--- src/rtl/u8u16_pkg.sv ---
// Shared types and constants for the UTF-8 to UTF-16 decoder.
`default_nettype none

package u8u16_pkg;

  // Lead byte boundaries
  localparam logic [7:0] LEAD_TWO   = 8'hC0;
  localparam logic [7:0] LEAD_THREE = 8'hE0;
  localparam logic [7:0] LEAD_FOUR  = 8'hF0;
  localparam logic [7:0] LEAD_LIMIT = 8'hF5;

  // Payload masks of lead and continuation bytes
  localparam logic [7:0] MASK_TWO   = 8'h1F;
  localparam logic [7:0] MASK_THREE = 8'h0F;
  localparam logic [7:0] MASK_FOUR  = 8'h07;
  localparam logic [7:0] MASK_CONT  = 8'h3F;

  // Surrogate arithmetic
  localparam logic [31:0] PLANE_OFFSET = 32'h0001_0000;
  localparam logic [15:0] SURR_HIGH    = 16'hD800;
  localparam logic [15:0] SURR_LOW     = 16'hDC00;
  localparam logic [15:0] SURR_MASK    = 16'h03FF;

  // Sequence length codes (total length minus one)
  localparam logic [1:0] SEQ_NONE  = 2'd0;
  localparam logic [1:0] SEQ_TWO   = 2'd1;
  localparam logic [1:0] SEQ_THREE = 2'd2;
  localparam logic [1:0] SEQ_FOUR  = 2'd3;

  typedef struct packed {
    logic [15:0] code_unit;
    logic        end_of_run;
    logic        string_done;
    logic        truncated;
  } result_t;

endpackage

`default_nettype wire

--- src/rtl/u8u16_in_if.sv ---
// Byte channel carrying UTF-8 input items.
`default_nettype none

interface u8u16_in_if;
  logic       valid;
  logic       ready;
  logic [7:0] in_byte;
  logic       last_byte;

  modport source (output valid, output in_byte, output last_byte, input ready);
  modport sink   (input valid, input in_byte, input last_byte, output ready);
endinterface

`default_nettype wire

--- src/rtl/u8u16_out_if.sv ---
// Unit channel carrying UTF-16 result items.
`default_nettype none

interface u8u16_out_if;
  logic        valid;
  logic        ready;
  logic [15:0] code_unit;
  logic        end_of_run;
  logic        string_done;
  logic        truncated;

  modport source (output valid, output code_unit, output end_of_run,
                  output string_done, output truncated, input ready);
  modport sink   (input valid, input code_unit, input end_of_run,
                  input string_done, input truncated, output ready);
endinterface

`default_nettype wire

--- src/rtl/utf8_to_utf16_decoder.sv ---
// Top level of the UTF-8 to UTF-16 decoder.
`default_nettype none

// Takes one UTF-8 byte per item and returns UTF-16 units. Bytes are
// registered, decoded combinationally against the sequence state and the
// resulting units (none, one, two for a surrogate pair, plus the zero
// terminator after the last byte) are loaded into a three-entry result
// queue that drives the output channel one unit per cycle while the
// output is ready. One byte is taken every cycle while each byte yields at
// most one unit and the output is ready; a byte that yields more than one
// unit holds the next byte until its units have drained from the queue. A byte
// can still be taken while a unit waits at the output.
module utf8_to_utf16_decoder (
  input  wire logic        clk,
  input  wire logic        rst,
  u8u16_in_if.sink         bytes,
  u8u16_out_if.source      units
);
  import u8u16_pkg::*;

  // Input register
  logic       in_vld;
  logic [7:0] in_b;
  logic       in_last;

  // Sequence state
  logic [20:0] acc;
  logic [1:0]  rem;
  logic [1:0]  len;
  logic [20:0] acc_next;
  logic [1:0]  rem_next;
  logic [1:0]  len_next;

  // Result queue
  result_t     out_q [3];
  logic [1:0]  out_cnt;

  // Decode results
  result_t     res [3];
  logic [1:0]  res_n;
  logic [1:0]  pay_n;
  logic [15:0] pay0;
  logic [15:0] pay1;
  logic [20:0] acc_cont;
  logic [31:0] surr_v;
  result_t     term;

  logic pop;
  logic advance;
  logic take;

  assign pop     = (out_cnt != 2'd0) && units.ready;
  assign advance = in_vld && ((out_cnt == 2'd0) || ((out_cnt == 2'd1) && pop));
  assign take    = bytes.valid && bytes.ready;

  assign bytes.ready = !in_vld || advance;

  assign acc_cont = {acc[14:0], in_b[5:0]};
  assign surr_v   = {11'd0, acc_cont} - PLANE_OFFSET;

  always_comb begin
    acc_next = acc;
    rem_next = rem;
    len_next = len;
    pay_n    = 2'd0;
    pay0     = '0;
    pay1     = '0;
    if (rem == 2'd0) begin
      if ((in_b < LEAD_TWO) || (in_b >= LEAD_LIMIT)) begin
        pay_n = 2'd1;
        pay0  = {8'd0, in_b};
      end else if (in_b < LEAD_THREE) begin
        acc_next = {13'd0, in_b & MASK_TWO};
        rem_next = 2'd1;
        len_next = SEQ_TWO;
      end else if (in_b < LEAD_FOUR) begin
        acc_next = {13'd0, in_b & MASK_THREE};
        rem_next = 2'd2;
        len_next = SEQ_THREE;
      end else begin
        acc_next = {13'd0, in_b & MASK_FOUR};
        rem_next = 2'd3;
        len_next = SEQ_FOUR;
      end
    end else begin
      acc_next = acc_cont;
      rem_next = rem - 2'd1;
      if (rem == 2'd1) begin
        if (len == SEQ_FOUR) begin
          pay_n = 2'd2;
          pay0  = surr_v[25:10] | SURR_HIGH;
          pay1  = (surr_v[15:0] & SURR_MASK) | SURR_LOW;
        end else begin
          pay_n = 2'd1;
          pay0  = acc_cont[15:0];
        end
        acc_next = '0;
        len_next = SEQ_NONE;
      end
    end

    term.code_unit   = '0;
    term.end_of_run  = 1'b1;
    term.string_done = 1'b1;
    term.truncated   = (rem_next != 2'd0);

    // Terminator follows the payload units when this is the last byte
    res_n = pay_n + {1'b0, in_last};
    res[0].code_unit   = pay0;
    res[0].end_of_run  = (res_n == 2'd1);
    res[0].string_done = 1'b0;
    res[0].truncated   = 1'b0;
    res[1].code_unit   = pay1;
    res[1].end_of_run  = (res_n == 2'd2);
    res[1].string_done = 1'b0;
    res[1].truncated   = 1'b0;
    res[2]             = term;
    if (pay_n == 2'd0) begin
      res[0] = term;
    end
    if (pay_n != 2'd2) begin
      res[1] = term;
    end

    if (in_last) begin
      acc_next = '0;
      rem_next = 2'd0;
      len_next = SEQ_NONE;
    end
  end

  always_ff @(posedge clk) begin
    if (rst) begin
      in_vld <= 1'b0;
    end else if (take) begin
      in_vld <= 1'b1;
    end else if (advance) begin
      in_vld <= 1'b0;
    end
  end

  always_ff @(posedge clk) begin
    if (take) begin
      in_b    <= bytes.in_byte;
      in_last <= bytes.last_byte;
    end
  end

  always_ff @(posedge clk) begin
    if (rst) begin
      acc <= '0;
      rem <= 2'd0;
      len <= SEQ_NONE;
    end else if (advance) begin
      acc <= acc_next;
      rem <= rem_next;
      len <= len_next;
    end
  end

  always_ff @(posedge clk) begin
    if (rst) begin
      out_cnt <= 2'd0;
    end else if (advance) begin
      out_cnt <= res_n;
    end else if (pop) begin
      out_cnt <= out_cnt - 2'd1;
    end
  end

  // Advance only happens once the queue is (or is becoming) empty
  always_ff @(posedge clk) begin
    if (advance) begin
      out_q[0] <= res[0];
      out_q[1] <= res[1];
      out_q[2] <= res[2];
    end else if (pop) begin
      out_q[0] <= out_q[1];
      out_q[1] <= out_q[2];
    end
  end

  assign units.valid       = (out_cnt != 2'd0);
  assign units.code_unit   = out_q[0].code_unit;
  assign units.end_of_run  = out_q[0].end_of_run;
  assign units.string_done = out_q[0].string_done;
  assign units.truncated   = out_q[0].truncated;

endmodule

`default_nettype wire

--- src/flat_wrapper.sv ---
// flat-port wrapper written by rule: the top's interface ports become plain ports
module utf8_to_utf16_decoder_flat import u8u16_pkg::*;
  (clk, rst, bytes_valid, bytes_in_byte, bytes_last_byte, bytes_ready, units_valid, units_code_unit, units_end_of_run, units_string_done, units_truncated, units_ready);
  u8u16_in_if bytes_i ();
  u8u16_out_if units_i ();
  input  wire logic clk;
  input  wire logic rst;
  input wire logic [$bits(bytes_i.valid)-1:0] bytes_valid;
  input wire logic [$bits(bytes_i.in_byte)-1:0] bytes_in_byte;
  input wire logic [$bits(bytes_i.last_byte)-1:0] bytes_last_byte;
  output wire logic [$bits(bytes_i.ready)-1:0] bytes_ready;
  output wire logic [$bits(units_i.valid)-1:0] units_valid;
  output wire logic [$bits(units_i.code_unit)-1:0] units_code_unit;
  output wire logic [$bits(units_i.end_of_run)-1:0] units_end_of_run;
  output wire logic [$bits(units_i.string_done)-1:0] units_string_done;
  output wire logic [$bits(units_i.truncated)-1:0] units_truncated;
  input wire logic [$bits(units_i.ready)-1:0] units_ready;
  assign bytes_i.valid = bytes_valid;
  assign bytes_i.in_byte = bytes_in_byte;
  assign bytes_i.last_byte = bytes_last_byte;
  assign bytes_ready = bytes_i.ready;
  assign units_valid = units_i.valid;
  assign units_code_unit = units_i.code_unit;
  assign units_end_of_run = units_i.end_of_run;
  assign units_string_done = units_i.string_done;
  assign units_truncated = units_i.truncated;
  assign units_i.ready = units_ready;
  utf8_to_utf16_decoder u_core (.clk(clk), .rst(rst), .bytes(bytes_i), .units(units_i));
endmodule
--- config.mk ---
export PLATFORM = sky130hd
export DESIGN_NAME = utf8_to_utf16_decoder_flat
export DESIGN_NICKNAME = d
export VERILOG_FILES = /design/src/rtl/u8u16_pkg.sv /design/src/rtl/u8u16_in_if.sv /design/src/rtl/u8u16_out_if.sv /design/src/rtl/utf8_to_utf16_decoder.sv /design/src/flat_wrapper.sv
export SDC_FILE = /design/constraint.sdc
export NUM_CORES = 1
export LEC_CHECK = 0
export ABC_AREA = 0
export BUFFER_PORTS_ARGS = -buffer_cell sky130_fd_sc_hd__buf_2
export CAP_MARGIN = 30
export CELL_PAD_IN_SITES_DETAIL_PLACEMENT = 1
export CELL_PAD_IN_SITES_GLOBAL_PLACEMENT = 2
export CORE_UTILIZATION = 42
export CTS_BUF_LIST = sky130_fd_sc_hd__clkbuf_8
export DETAILED_ROUTE_END_ITERATION = 7
export PLACE_DENSITY = 0.89
export SLEW_MARGIN = 30
export SYNTH_ARGS = -nofsm -noshare
export SYNTH_HDL_FRONTEND = slang
export SYNTH_SLANG_ARGS = --single-unit
--- constraint.sdc ---
create_clock -name clk -period 6.08 [get_ports clk]
set_clock_uncertainty 0.05 [all_clocks]
set_input_delay 1.824 -clock clk [delete_from_list [all_inputs] [get_ports clk]]
set_output_delay 1.824 -clock clk [all_outputs]
set_load 0.005 [all_outputs]
; ---- Word-level counts from Yosys, hierarchy flattened
; Memories as Yosys holds them, arrays and structs flattened.
; Cells that the tools add are included.
[word_totals]
mem_count = 1
output_inout_bits = 21
mem_bits_rw = 57
wordCells = 82
ff_bits = 31
input_bits = 13
[memory_table]
columns = name, depth, width, read_ports, rd_clocked_by_memory_dff, wr, line_no
row1 = u_core.out_q, 3, 19, 3, 0, 3, utf8_to_utf16_decoder.sv:35  ; result_t out_q [3];
[op_classes]
bitwise_logic = 2
magnitude_cmp = 4
n_reduce_logical = 18
n_mux = 39
n_eq_ne = 7
n_addsub = 4
[ops]
columns = op, n
row1 = two-way mux 16 bit, 6
row2 = two-way mux 19 bit, 4
row3 = two-way mux 15 bit, 4
row4 = two-way mux 2 bit, 13
row5 = "less-than comparator 8 bit, second input constant", 3
row6 = "subtractor 21 x 17 -> 22 bit, second input constant", 1
row7 = two-way mux 1 bit, 9
row8 = "greater-or-equal comparator 8 bit, second input constant", 1
row9 = two-way mux 8 bit, 1
row10 = nonzero test 2 bit, 4
row11 = "equality test 2 x 1 -> 1 bit, second input constant", 3
row12 = zero test 2 bit, 3
row13 = two-way mux 5 bit, 1
row14 = "equality test 2 bit, second input constant", 2
row15 = logical AND 1 bit, 4
row16 = two-way mux 4 bit, 1
row17 = "subtractor 2 x 1 -> 2 bit, second input constant", 2
row18 = logical OR 1 bit, 3
row19 = "!= test 3 x 2 -> 1 bit, second input constant", 1
row20 = AND reduction 3 bit, 1
row21 = nonzero test 3 bit, 1
row22 = adder 2 x 1 -> 2 bit, 1
row23 = "!= test 2 bit, second input constant", 1
row24 = OR 1 bit, 2
row25 = 2 further kinds, 2

; ---- Depth between registers and ports, before layout
; Gate-level depths: netlist of run 1.
[logic_depth]
ltp_word = 8
mapped_depth = 9
mapped_depth_nobuf = 8

; ---- Worst setup path after synthesis of run 1
; Ideal clock, no wire load.
[synth_path]
path_type = input -> output
from = in units_ready
to = out bytes_ready
path_stages = 2
n_path_buf = 0
t_arrival_ns = 2.117
path_slack_ns = 2.089
t_required_ns = 4.206
path_cell_list = a21oi_1 nand2_1
[synth_via]
elab_chain_len = 5
[synth_rtl]
columns = item, line_no
row1 = from (decl), flat_wrapper.sv:17  ; input wire logic [$bits(units_i.ready)-1:0] units_ready;
row2 = logical AND 1 bit, utf8_to_utf16_decoder.sv:52  ; assign pop = (out_cnt != 2'd0) && units.ready;
row3 = logical AND 1 bit, utf8_to_utf16_decoder.sv:53  ; assign advance = in_vld && ((out_cnt == 2'd0) || ((out_cnt == 2'd1) && pop));
row4 = logical OR 1 bit, utf8_to_utf16_decoder.sv:53
row5 = logical AND 1 bit, utf8_to_utf16_decoder.sv:53
row6 = logical OR 1 bit, utf8_to_utf16_decoder.sv:56  ; assign bytes.ready = !in_vld || advance;
row7 = to (decl), flat_wrapper.sv:11  ; output wire logic [$bits(bytes_i.ready)-1:0] bytes_ready;
; No other way between the ends.

; ---- Worst setup path in the final report of run 1
; Same ends and word-level chain as after synthesis.

==> results of run 1 <==
==> metal layers <==
layer  up-vias  global-route usage (%)  part of all wire, %
met5         -                       0                    0
met3        15                   3.878                  3.4
met4         0                   9.668                  2.3
li1       1102                       -                    -
met2        51                   28.94                   45
met1      1075                   27.57                   49
==> where the power goes <==
part	internal (uW)	switching (uW)	total, uW	leakage, uW
clock network	315	183	497	0.000131
logic	95.0	157	252	0.000644
registers	576	32.4	609	0.000593
==> worst reg2reg max path, cell delays in order (launching register included) <==
cell and delay [ns]:
edfxtp_1 0.43, o21ai_1 0.34, nand3_1 0.27, nand3_1 0.13, o21ai_0 0.14, ha_1 0.25, xor2_1 0.18, a21oi_1 0.18
a21oi_1 0.09
==> stage by stage <==
step	worst slack (ns)	total power [uW]	hold WS, ns	area (um2)
2_1_floorplan	2.089	823.6	0.4060	3201
3_3_place_gp	1.784	860.7	0.4287	3299
3_5_place_dp	1.771	873.5	0.4510	3299
4_1_cts	1.765	1370	0.4617	3565
5_1_grt	1.683	1428	0.4735	3565
6_report	1.766	1358	0.4574	3565
==> cells by family (layout without fill, tap and decap cells) <==
family          Yosys count  after routing  synth area share [%]
simple gates            110            110                 16.61
flops                    65             65                 54.10
compound gates           61             61                 12.94
buf+inv                  45             66                 8.053
xor+xnor                  4              4                 1.095
mux                      18             18                 5.629
fa+ha+maj                 4              4                 1.564
==> layout make-up <==
type | count | area (um2)
Tap cell | 99 | 123.9
Clock buffer | 9 | 123.9
Sequential cell | 65 | 1732
Fill cell | 827 | 3727
Timing Repair Buffer | 34 | 172.7
Multi-Input combinational cell | 197 | 1211
Clock inverter | 7 | 141.4
Inverter | 16 | 60.06
==> cell usage after synthesis, types with 2 or more instances <==
cell type	instances	area, um2
edfxtp_1	43	1291
nand2_1	40	150.1
dfxtp_1	22	440.4
nor2_1	22	82.58
mux2i_1	18	180.2
buf_4	16	120.1
inv_1	16	60.06
nand2b_1	16	100.1
o21ai_0	16	80.08
a21oi_1	14	70.07
and2_1	10	62.56
clkbuf_1	6	22.52
nand3_1	5	25.02
a211oi_1	4	30.03
a22oi_1	4	30.03
a31oi_1	4	25.02
buf_2	4	20.02
ha_1	4	50.05
nor2b_1	4	25.02
nor3_1	3	15.01
o31ai_1	3	22.52
xor2_1	3	26.28
a32o_1	2	20.02
a41oi_1	2	17.52
and3_1	2	12.51
nand3b_1	2	15.01
nor3b_1	2	15.01
o41ai_1	2	17.52
==> flip-flops by register name, indices dropped and copies added (netlist names) <==
| signal | flops |
|---|---|
| u_core.out_q | 34 |
| u_core.acc | 15 |
| u_core.in_b | 8 |
| u_core.len | 2 |
| u_core.out_cnt | 2 |
| u_core.rem | 2 |
| u_core.in_last | 1 |
| u_core.in_vld | 1 |
==> worst max-delay path by stage <==
stage | start | end | slack [ns] | cells after the start
6_report | units_ready | bytes_ready | 1.77 | 4
5_1_grt | units_ready | bytes_ready | 1.68 | 4
4_1_cts | units_ready | bytes_ready | 1.76 | 4
3_5_place_dp | units_ready | bytes_ready | 1.77 | 4
3_3_place_gp | units_ready | bytes_ready | 1.78 | 4
2_1_floorplan | units_ready | bytes_ready | 2.09 | 2
==> run metrics, run 1 <==
run status=completed; fin cells=427; All-Layer GR Usage=19.62%; Boundary Pins=34; Final Max Tran Viols=0; post-CTS setup repair buffer count=0; Final Util=48.88%; commonest non-fill, non-tap cell in the layout=edfxtp_1; CP max stage cell=a21oi_1; number of flops mapped to enable cells by yosys=43; die height=89.30 um; crit path max fanout=4; post-detail-place hpwl=5037 um; asr flop ratio synth=0%; n_diodes=0; Yosys reg bits=65; die extent in x=89.30 um; crit path cell chain=buf_2 -> a21oi_1 -> nand2_1 -> buf_2; Fin. Hold Viols=0; CTS root buf=clkbuf_8; largest net degree at the start of global routing=34; Most used DFF post-synth=edfxtp_1; Mapped Area=0.003201 mm2; Worst Setup Start Kind=primary input; num rows=31; cell mode on critical path=buf_2; critical path class=primary input to output pin; TritonCTS buffer count=9; Worst Hold Class=flop to flop; Synth Warn #=0; Placeable Area=0.007292 mm2; P_leak=0.001369 uW; TNS Setup=0 ns; Worst path max stage delay=0.25 ns; CTS tree=built; drt wl/cell=16.28 um; clock-pin slew on the worst setup and hold paths=0.07 ns; Inst Count DP=411; post-synth net total=324; DRT Pass-1 Iters=4; Vias=2243; Critical R2R Capture=u_core.out_q[0][2]; full die area=0.007974 mm2; RSZ-0062 raised after global routing=false; number of unique standard cell types used by synthesis=46; max_slew headroom=50.39%; layout cell share with drive strength beyond 1=16.77%; Final Wtd Congestion=0.8307; maximum VDD drop=0.0001311 V; hold path start=u_core.acc[14]; Remaining DRCs=0; grt ovf=0; DRT iter0 DRCs=123; Hold Path Sink=u_core.acc[14]; worst-margin pin slew=0.7442 ns; Pwr Density=381.0 mW/mm2; clock sink total=65; first-pass GRT wire length=11160 um; Seq/Total Area, Yosys=54.10%; clk buf depth=2; DRT antenna net count=0; top cell family by delay on the critical path=buffers and inverters; hold path depth=2; buffers and inverters on the worst path=2; clk_lat worst skew=0.35 ns; antenna violations before repair=0; vias per cell=5.253; Critical Path End Type=output pin; endpoints failing setup=0; Resized cells post-CTS=0; IO buf count=33; most frequent cells in the layout=edfxtp_1 (43), nand2_1 (40), buf_2 (33), nor2_1 (22), dfxtp_1 (22); min cycle time layout=4.314 ns; post-synthesis area per instance=10.43 um2; htree depth=3; max_cap viols=0; Fmax achieved=231.8 MHz; hold buffer count at cts=0; Mapped Cells=307; crit path DAT=2.44 ns; drt total wl=6953 um; CP Data Required Time=4.21 ns; Nets=340; P&R area growth vs syn=11.38%; r2r setup slk=3.77 ns; vias in the first global route=2132; initial core utilization=43.89%; Reg2Reg Depth=8; Final period util=70.95%; r2r startpoint=u_core.in_b[0]
No activity file was read; power rests on OpenSTA's default activity.
==> run 2: changes to the inputs <==
- ABC_AREA: 0 -> 1
- CORE_UTILIZATION: 42 -> 37
- PLACE_DENSITY: 0.89 -> 0.84
- clock period: 6.08 -> 4.07 ns (I/O delays scaled with it)
==> run 2 against run 1 <==
  * Clock power up 15%
  * Core utilization down 6.1 points
  * Combinational power rose to 2.5 times the previous value
  * Area after synthesis down 0.98%
  * Total power up 64%
  * Register-to-register slack worse by 2.3 ns
  * Synthesized cell count up 15%
  * Sequential cell count unchanged
  * Worst setup slack worse by 0.76 ns
  * Design area down 0.95%
  * Critical path type unchanged
  * Cell count up 13%
  * Highest routed layer unchanged
==> run metrics, run 2 <==
Regs by FF count=u_core.out_q x34, u_core.acc x15, u_core.in_b x8; DRT Pass-1 Iters=4 (unchanged); Area after DPL=0.003328 mm2 (+0.87%); r2r setup slk=1.52 ns (-2.25 ns); TNS Setup=0 ns (unchanged); Synth Area in Compound Gates=8.646% (-4.3 points); Fin. Hold Viols=0 (unchanged); clock-pin slew on the worst setup and hold paths=0.08 ns (about the same); CTS tree=built; number of flops mapped to enable cells by yosys=43 (unchanged); most frequent cells in the layout=nand2_1 (66), nor2_1 (58), edfxtp_1 (43), inv_1 (37), buf_2 (33); Multi-input gate area=0.001102 mm2 (-9.0%); fin area=0.003531 mm2 (-0.95%); Mapped Area=0.003169 mm2 (-0.98%); asr flop ratio synth=0% (unchanged); IO buf count=33 (unchanged); cell mode on critical path=buf_2; register area=0.001732 mm2 (unchanged); TritonCTS buffer count=9 (unchanged); Pwr Density=630.2 mW/mm2 (+65%); number of flip-flops in the largest register=34 (unchanged); initial core utilization=38.38% (-5.5 points); clk_lat worst skew=0.35 ns (about the same); hold path depth=2 (unchanged); Top reg by flops=u_core.out_q; run status=completed; full die area=0.008940 mm2 (+12%); drt wl/cell=15.81 um (-2.9%); r2r startpoint=u_core.out_cnt[0]; max_slew headroom=53.80% (+3.4 points); Synth area leaders=edfxtp_1 (41%), dfxtp_1 (14%), nand2_1 (7.8%); Nets=391 (+15%); die height=94.55 um (+5.9%); Remaining DRCs=0 (unchanged); post-synthesis area per instance=9.004 um2 (-14%); hold buffer count at cts=0 (unchanged); largest family of logic cells by synthesized area=simple AND/OR/NAND/NOR gates; Inst Count DP=468 (+14%); Final period util=75.24%; All-Layer GR Usage=19.05% (-0.58 points); Final Max Tran Viols=0 (unchanged); Synth Warn #=0 (unchanged); grt met3 use=2.899% (-0.98 points); vias per cell=4.948 (-5.8%); P&R area growth vs syn=11.41% (about the same); DRT iter0 DRCs=117 (-4.9%); Synth Area in Simple Gates=23.65% (+7.0 points); commonest non-fill, non-tap cell in the layout=nand2_1; Reg2Reg Depth=10 (+2); grt ovf=0 (unchanged); GRT busiest layer=met2; DRT antenna net count=0 (unchanged); top cell family by delay on the critical path=buffers and inverters; Synth top cells by count=nand2_1 (66), nor2_1 (58), edfxtp_1 (43); CTS root buf=clkbuf_8; n_diodes=0 (unchanged); GR Util met1=23.16% (-4.4 points); Fmax achieved=326.6 MHz; vias in the first global route=2440 (+14%); min cycle time layout=3.062 ns; Critical R2R Capture=u_core.out_q[0][5]; Seq/Total Area, Yosys=54.64% (+0.53 points); crit path max fanout=3 (-1); layout cell share with drive strength beyond 1=21.90% (+5.1 points); Worst path max stage delay=0.20 ns (-0.05 ns); die extent in x=94.55 um (+5.9%); worst-margin pin slew=0.6905 ns (-0.05374 ns); most common cell in the netlist=nand2_1; Vias=2395 (+6.8%); Worst Hold Class=flop to flop; Most used DFF post-synth=edfxtp_1; Boundary Pins=34 (unchanged); crit path DAT=1.79 ns (-0.65 ns); critical path class=primary input to output pin; largest net degree at the start of global routing=20 (-41%); FILL cells=1004 (+21%); Placeable Area=0.008258 mm2 (+13%); Min Hold Slack=0.4394 ns (-0.01808 ns); Mapped Cells=352 (+15%); Hold Path Sink=u_core.acc[1]; P_leak=0.001446 uW (+5.7%); hold path start=u_core.acc[1]; Worst Setup Start Kind=primary input; M2 GR Usage=33.57% (+4.6 points); Yosys reg bits=65 (unchanged); RSZ-0062 raised after global routing=false; clock sink total=65 (unchanged); first-pass GRT wire length=12340 um (+11%); largest area contributor in the netlist=edfxtp_1; drt total wl=7650 um (+10%); worst slack at placement=0.8135 ns (-0.9580 ns); buffers and inverters on the worst path=2 (unchanged); post-synth top area share=40.74% (+0.40 points); post-synth net total=369 (+14%); mux cell area share after synthesis=0% (-5.6 points); fin cells=484 (+13%); CP max stage cell=a21oi_1; Synth Area in Adders=1.579% (+0.015 points); maximum VDD drop=0.0004848 V (+270%); setup slack after layout=1.008 ns (-0.7582 ns); max_cap viols=0 (unchanged); num rows=33 (+6.5%); Critical Path End Type=output pin; post-CTS setup repair buffer count=0 (unchanged); post-synthesis xor/xnor area fraction=0.5527% (-0.54 points); antenna violations before repair=0 (unchanged); number of unique standard cell types used by synthesis=35 (-24%); clk buf depth=2 (unchanged); htree depth=3 (unchanged); endpoints failing setup=0 (unchanged); CP Data Required Time=2.80 ns (-1.41 ns); post-detail-place hpwl=5614 um (+11%); critical path depth in cells=4 (unchanged); Final Wtd Congestion=0.8842 (+6.4%); Resized cells post-CTS=0 (unchanged); crit path cell chain=buf_2 -> a21oi_1 -> nand2_1 -> buf_2
run 2: cell types whose count changed after synthesis, moves of 6 or more:
cell      previous run  this run
clkbuf_1             6         0
inv_1               16        37
and2_1              10         0
nor2_2               0        15
o21ai_1              1        11
nand3_1              5        11
nor2_1              22        58
nand2_1             40        66
nand2b_1            16         0
a21oi_1             14         6
mux2i_1             18         0
run 2: worst reg2reg max path, cell delays in order, from the launching register on:
cell	delay (ns)
dfxtp_1	0.39
inv_1	0.06
ha_1	0.20
a21oi_1	0.20
nor2_2	0.16
nor2_4	0.41
inv_2	0.15
nand2_1	0.38
inv_2	0.12
nand2_1	0.09
nand3_1	0.09
run 2: power by group:
part           switching [uW]  total [uW]  internal, uW
clock                     284         572           288
sequential               78.7        1020           940
combinational             409         635           226
run 2: layout make-up:
class / instances / area share [%]
Multi-Input combinational cell: 220 / 31.22
Inverter: 44 / 4.819
Timing Repair Buffer: 34 / 5.457
Tap cell: 105 / 3.721
Clock inverter: 7 / 2.232
Clock buffer: 9 / 3.508
Sequential cell: 65 / 49.04
run 2: how the worst max path moves through the flow:
| stage | start | to | slack [ns] |
|---|---|---|---|
| 3_5_place_dp | units_ready | u_core.out_q[0][5] | 0.81 |
| 3_3_place_gp | units_ready | u_core.out_q[0][4] | 0.96 |
| 6_report | units_ready | bytes_ready | 1.01 |
| 5_1_grt | units_ready | bytes_ready | 0.96 |
| 2_1_floorplan | u_core.out_cnt[0] | u_core.out_cnt[0] | 0.26 |
| 4_1_cts | units_ready | bytes_ready | 1.00 |
run 2: kinds of logic (layout without fill, tap and decap cells):
kind of cell | count (synthesis) | after routing
AND/OR/NAND/NOR | 165 | 165
buffers and inverters | 67 | 94
flip-flops | 65 | 65
AO/OA/AOI/OAI | 49 | 49
adder cells (fa/ha/maj) | 4 | 4
XOR/XNOR | 2 | 2
run 2: stage by stage:
step	utilization (%)	total power, uW
after floorplan	-	1510
after global placement	39.97	1626
after detailed placement	40.30	1676
after CTS	42.76	2249
after global routing	42.76	2360
final	42.76	2225
run 2: routing by layer:
| metal | share of wire, % | wire, um |
|---|---|---|
| met3 | 2.9 | 225 |
| met4 | 1.6 | 126 |
| met1 | 46 | 3518 |
| met5 | 0 | 0 |
| met2 | 49 | 3779 |
==> run 3: changes to the inputs <==
- ABC_AREA: 1 -> 0
- CORE_UTILIZATION: 37 -> 36
- PLACE_DENSITY: 0.84 -> 0.82
- clock period: 4.07 -> 2.7 ns (I/O delays scaled with it)
==> run 3 against run 2 <==
  * Design area about the same
  * Global-route usage shrank 1.7 points
  * Sequential power is 34% higher
  * Register-to-register slack worse by 1.0 ns
  * Clock power is 42% higher
  * Non-clock buffer count grew 4
  * Sequential share of layout area is essentially flat
  * Die area is 3.7% higher
  * Routed wire length fell by 7.5%
  * Largest cell class unchanged
  * Largest power group unchanged
==> run metrics, run 3 (synthesized netlist as in run 1, its figures left out) <==
top cell family by delay on the critical path=flip-flops; P&R area growth vs syn=10.28%; clock sink total=65 (unchanged); CP Data Required Time=1.84 ns (-0.96 ns); Reg2Reg Depth=8 (-2); Pwr Density=782.6 mW/mm2 (+24%); num rows=34 (+3.0%); CTS root buf=clkbuf_8; Final Max Tran Viols=0 (unchanged); vias per cell=5.136 (+3.8%); Hold Path Sink=u_core.acc[11]; buffers and inverters on the worst path=2 (unchanged); die height=96.29 um (+1.8%); clock-pin slew on the worst setup and hold paths=0.07 ns (about the same); die extent in x=96.29 um (+1.8%); Worst Setup Start Kind=flop; r2r startpoint=u_core.in_b[0]; Worst Hold Class=flop to flop; clk_lat worst skew=0.35 ns (about the same); critical path class=flop to output pin; TNS Setup=0 ns (unchanged); hold buffer count at cts=0 (unchanged); Boundary Pins=34 (unchanged); DRT antenna net count=0 (unchanged); maximum VDD drop=0.0003015 V (-38%); n_diodes=0 (unchanged); Final Wtd Congestion=0.8141 (-7.9%); CTS tree=built; critical path depth in cells=5 (+1); most frequent cells in the layout=edfxtp_1 (43), nand2_1 (40), buf_2 (33), nor2_1 (22), dfxtp_1 (22); post-detail-place hpwl=5131 um (-8.6%); worst-margin pin slew=0.5777 ns (-0.1127 ns); All-Layer GR Usage=17.35% (-1.7 points); largest net degree at the start of global routing=34 (+70%); layout cell share with drive strength beyond 1=17.17% (-4.7 points); htree depth=3 (unchanged); crit path max fanout=4 (+1); Resized cells post-CTS=0 (unchanged); Remaining DRCs=0 (unchanged); Critical R2R Capture=u_core.out_q[0][2]; IO buf count=33 (unchanged); post-CTS setup repair buffer count=0 (unchanged); run status=completed; antenna violations before repair=0 (unchanged); Critical Path End Type=output pin; number of flip-flops in the largest register=34 (unchanged); Fin. Hold Viols=0 (unchanged); full die area=0.009272 mm2 (+3.7%); Nets=344 (-12%); drt wl/cell=16.08 um (+1.7%); DRT Pass-1 Iters=4 (unchanged); hold path start=u_core.acc[11]; Placeable Area=0.008678 mm2 (+5.1%); FILL cells=1007 (+0.30%); crit path cell chain=inv_1 -> ha_1 -> a21oi_1 -> nand2_1 -> buf_2; RSZ-0062 raised after global routing=false; Vias=2260 (-5.6%); commonest non-fill, non-tap cell in the layout=edfxtp_1; drt total wl=7074 um (-7.5%); clk buf depth=2 (unchanged); first-pass GRT wire length=11610 um (-5.9%); hold path depth=2 (unchanged); Worst path max stage delay=0.37 ns (+0.17 ns); Final Util=40.67% (-2.1 points); initial core utilization=36.88% (-1.5 points); max_cap viols=0 (unchanged); vias in the first global route=2246 (-8.0%); r2r setup slk=0.52 ns (-1.00 ns); Top reg by flops=u_core.out_q; crit path DAT=1.56 ns (-0.23 ns); CP max stage cell=dfxtp_1; P_leak=0.001364 uW (-5.7%); max_slew headroom=61.43% (+7.6 points); Final period util=89.60%; min cycle time layout=2.419 ns; Fmax achieved=413.3 MHz; Regs by FF count=u_core.out_q x34, u_core.acc x15, u_core.in_b x8; TritonCTS buffer count=9 (unchanged); endpoints failing setup=0 (unchanged); grt ovf=0 (unchanged); DRT iter0 DRCs=69 (-41%)
run 3: cell count changes in the layout (fill, tap and decap cells not counted), sizes merged, moves of 4 or more:
cell | before | now
nor2 | 76 | 22
and2 | 0 | 10
mux2i | 0 | 18
nand2b | 0 | 16
nor2b | 0 | 4
nand3 | 12 | 5
inv | 46 | 18
buf | 34 | 38
o22ai | 5 | 0
nand2 | 70 | 41
o21ai | 29 | 17
a21oi | 7 | 14
run 3: where the power goes:
group / switching [uW] / internal, uW / total (uW) / leakage, uW
sequential: 72.1 / 1300 / 1370 / 0.000593
combinational: 355 / 223 / 578 / 0.000665
clock: 376 / 439 / 815 / 0.000106
total: 803 / 1960 / 2760 / 0.00136
run 3: tightest hold or removal path: cells and delay by family (launching register included):
family	cells	cell delay, ns
flops	1	0.32
simple gates	1	0.07
mux	1	0.06
run 3: metal layers:
| layer | vias to the layer above | global-route usage [%] | part of all wire [%] |
|---|---|---|---|
| met3 | 10 | 4.107 | 3.6 |
| li1 | 1114 | - | - |
| met4 | 0 | 7.475 | 1.8 |
| met1 | 1089 | 23.71 | 50 |
| met5 | - | 0 | 0 |
| met2 | 47 | 26.12 | 44 |
run 3: worst max path at each step:
stage,to,start,slack (ns)
6_report,bytes_ready,u_core.out_cnt[0],0.28
5_1_grt,bytes_ready,u_core.out_cnt[0],0.10
4_1_cts,bytes_ready,u_core.out_cnt[0],0.26
3_5_place_dp,bytes_ready,units_ready,0.41
3_3_place_gp,bytes_ready,units_ready,0.43
2_1_floorplan,u_core.out_cnt[0],units_ready,0.67
run 3: final cells by class:
cell class	instances	area, um2	share of cell area [%]
Tap cell	108	135.1	3.828
Clock buffer	10	137.6	3.899
Inverter	16	60.06	1.702
Timing Repair Buffer	38	202.7	5.743
Sequential cell	65	1732	49.06
Clock inverter	6	51.30	1.453
Multi-Input combinational cell	197	1211	34.31
run 3: per-stage QoR:
step	std cells	hold slack [ns]	setup WS (ns)	instance area (um2)	power, uW
finish	440	0.4511	0.2807	3530	2762
global route	440	0.4905	0.1040	3530	2933
CTS	440	0.4568	0.2564	3530	2796
detailed placement	424	0.4473	0.4131	3341	1979
global placement	424	0.4285	0.4252	3341	1954
floorplan	307	0.4060	0.6696	3201	1855
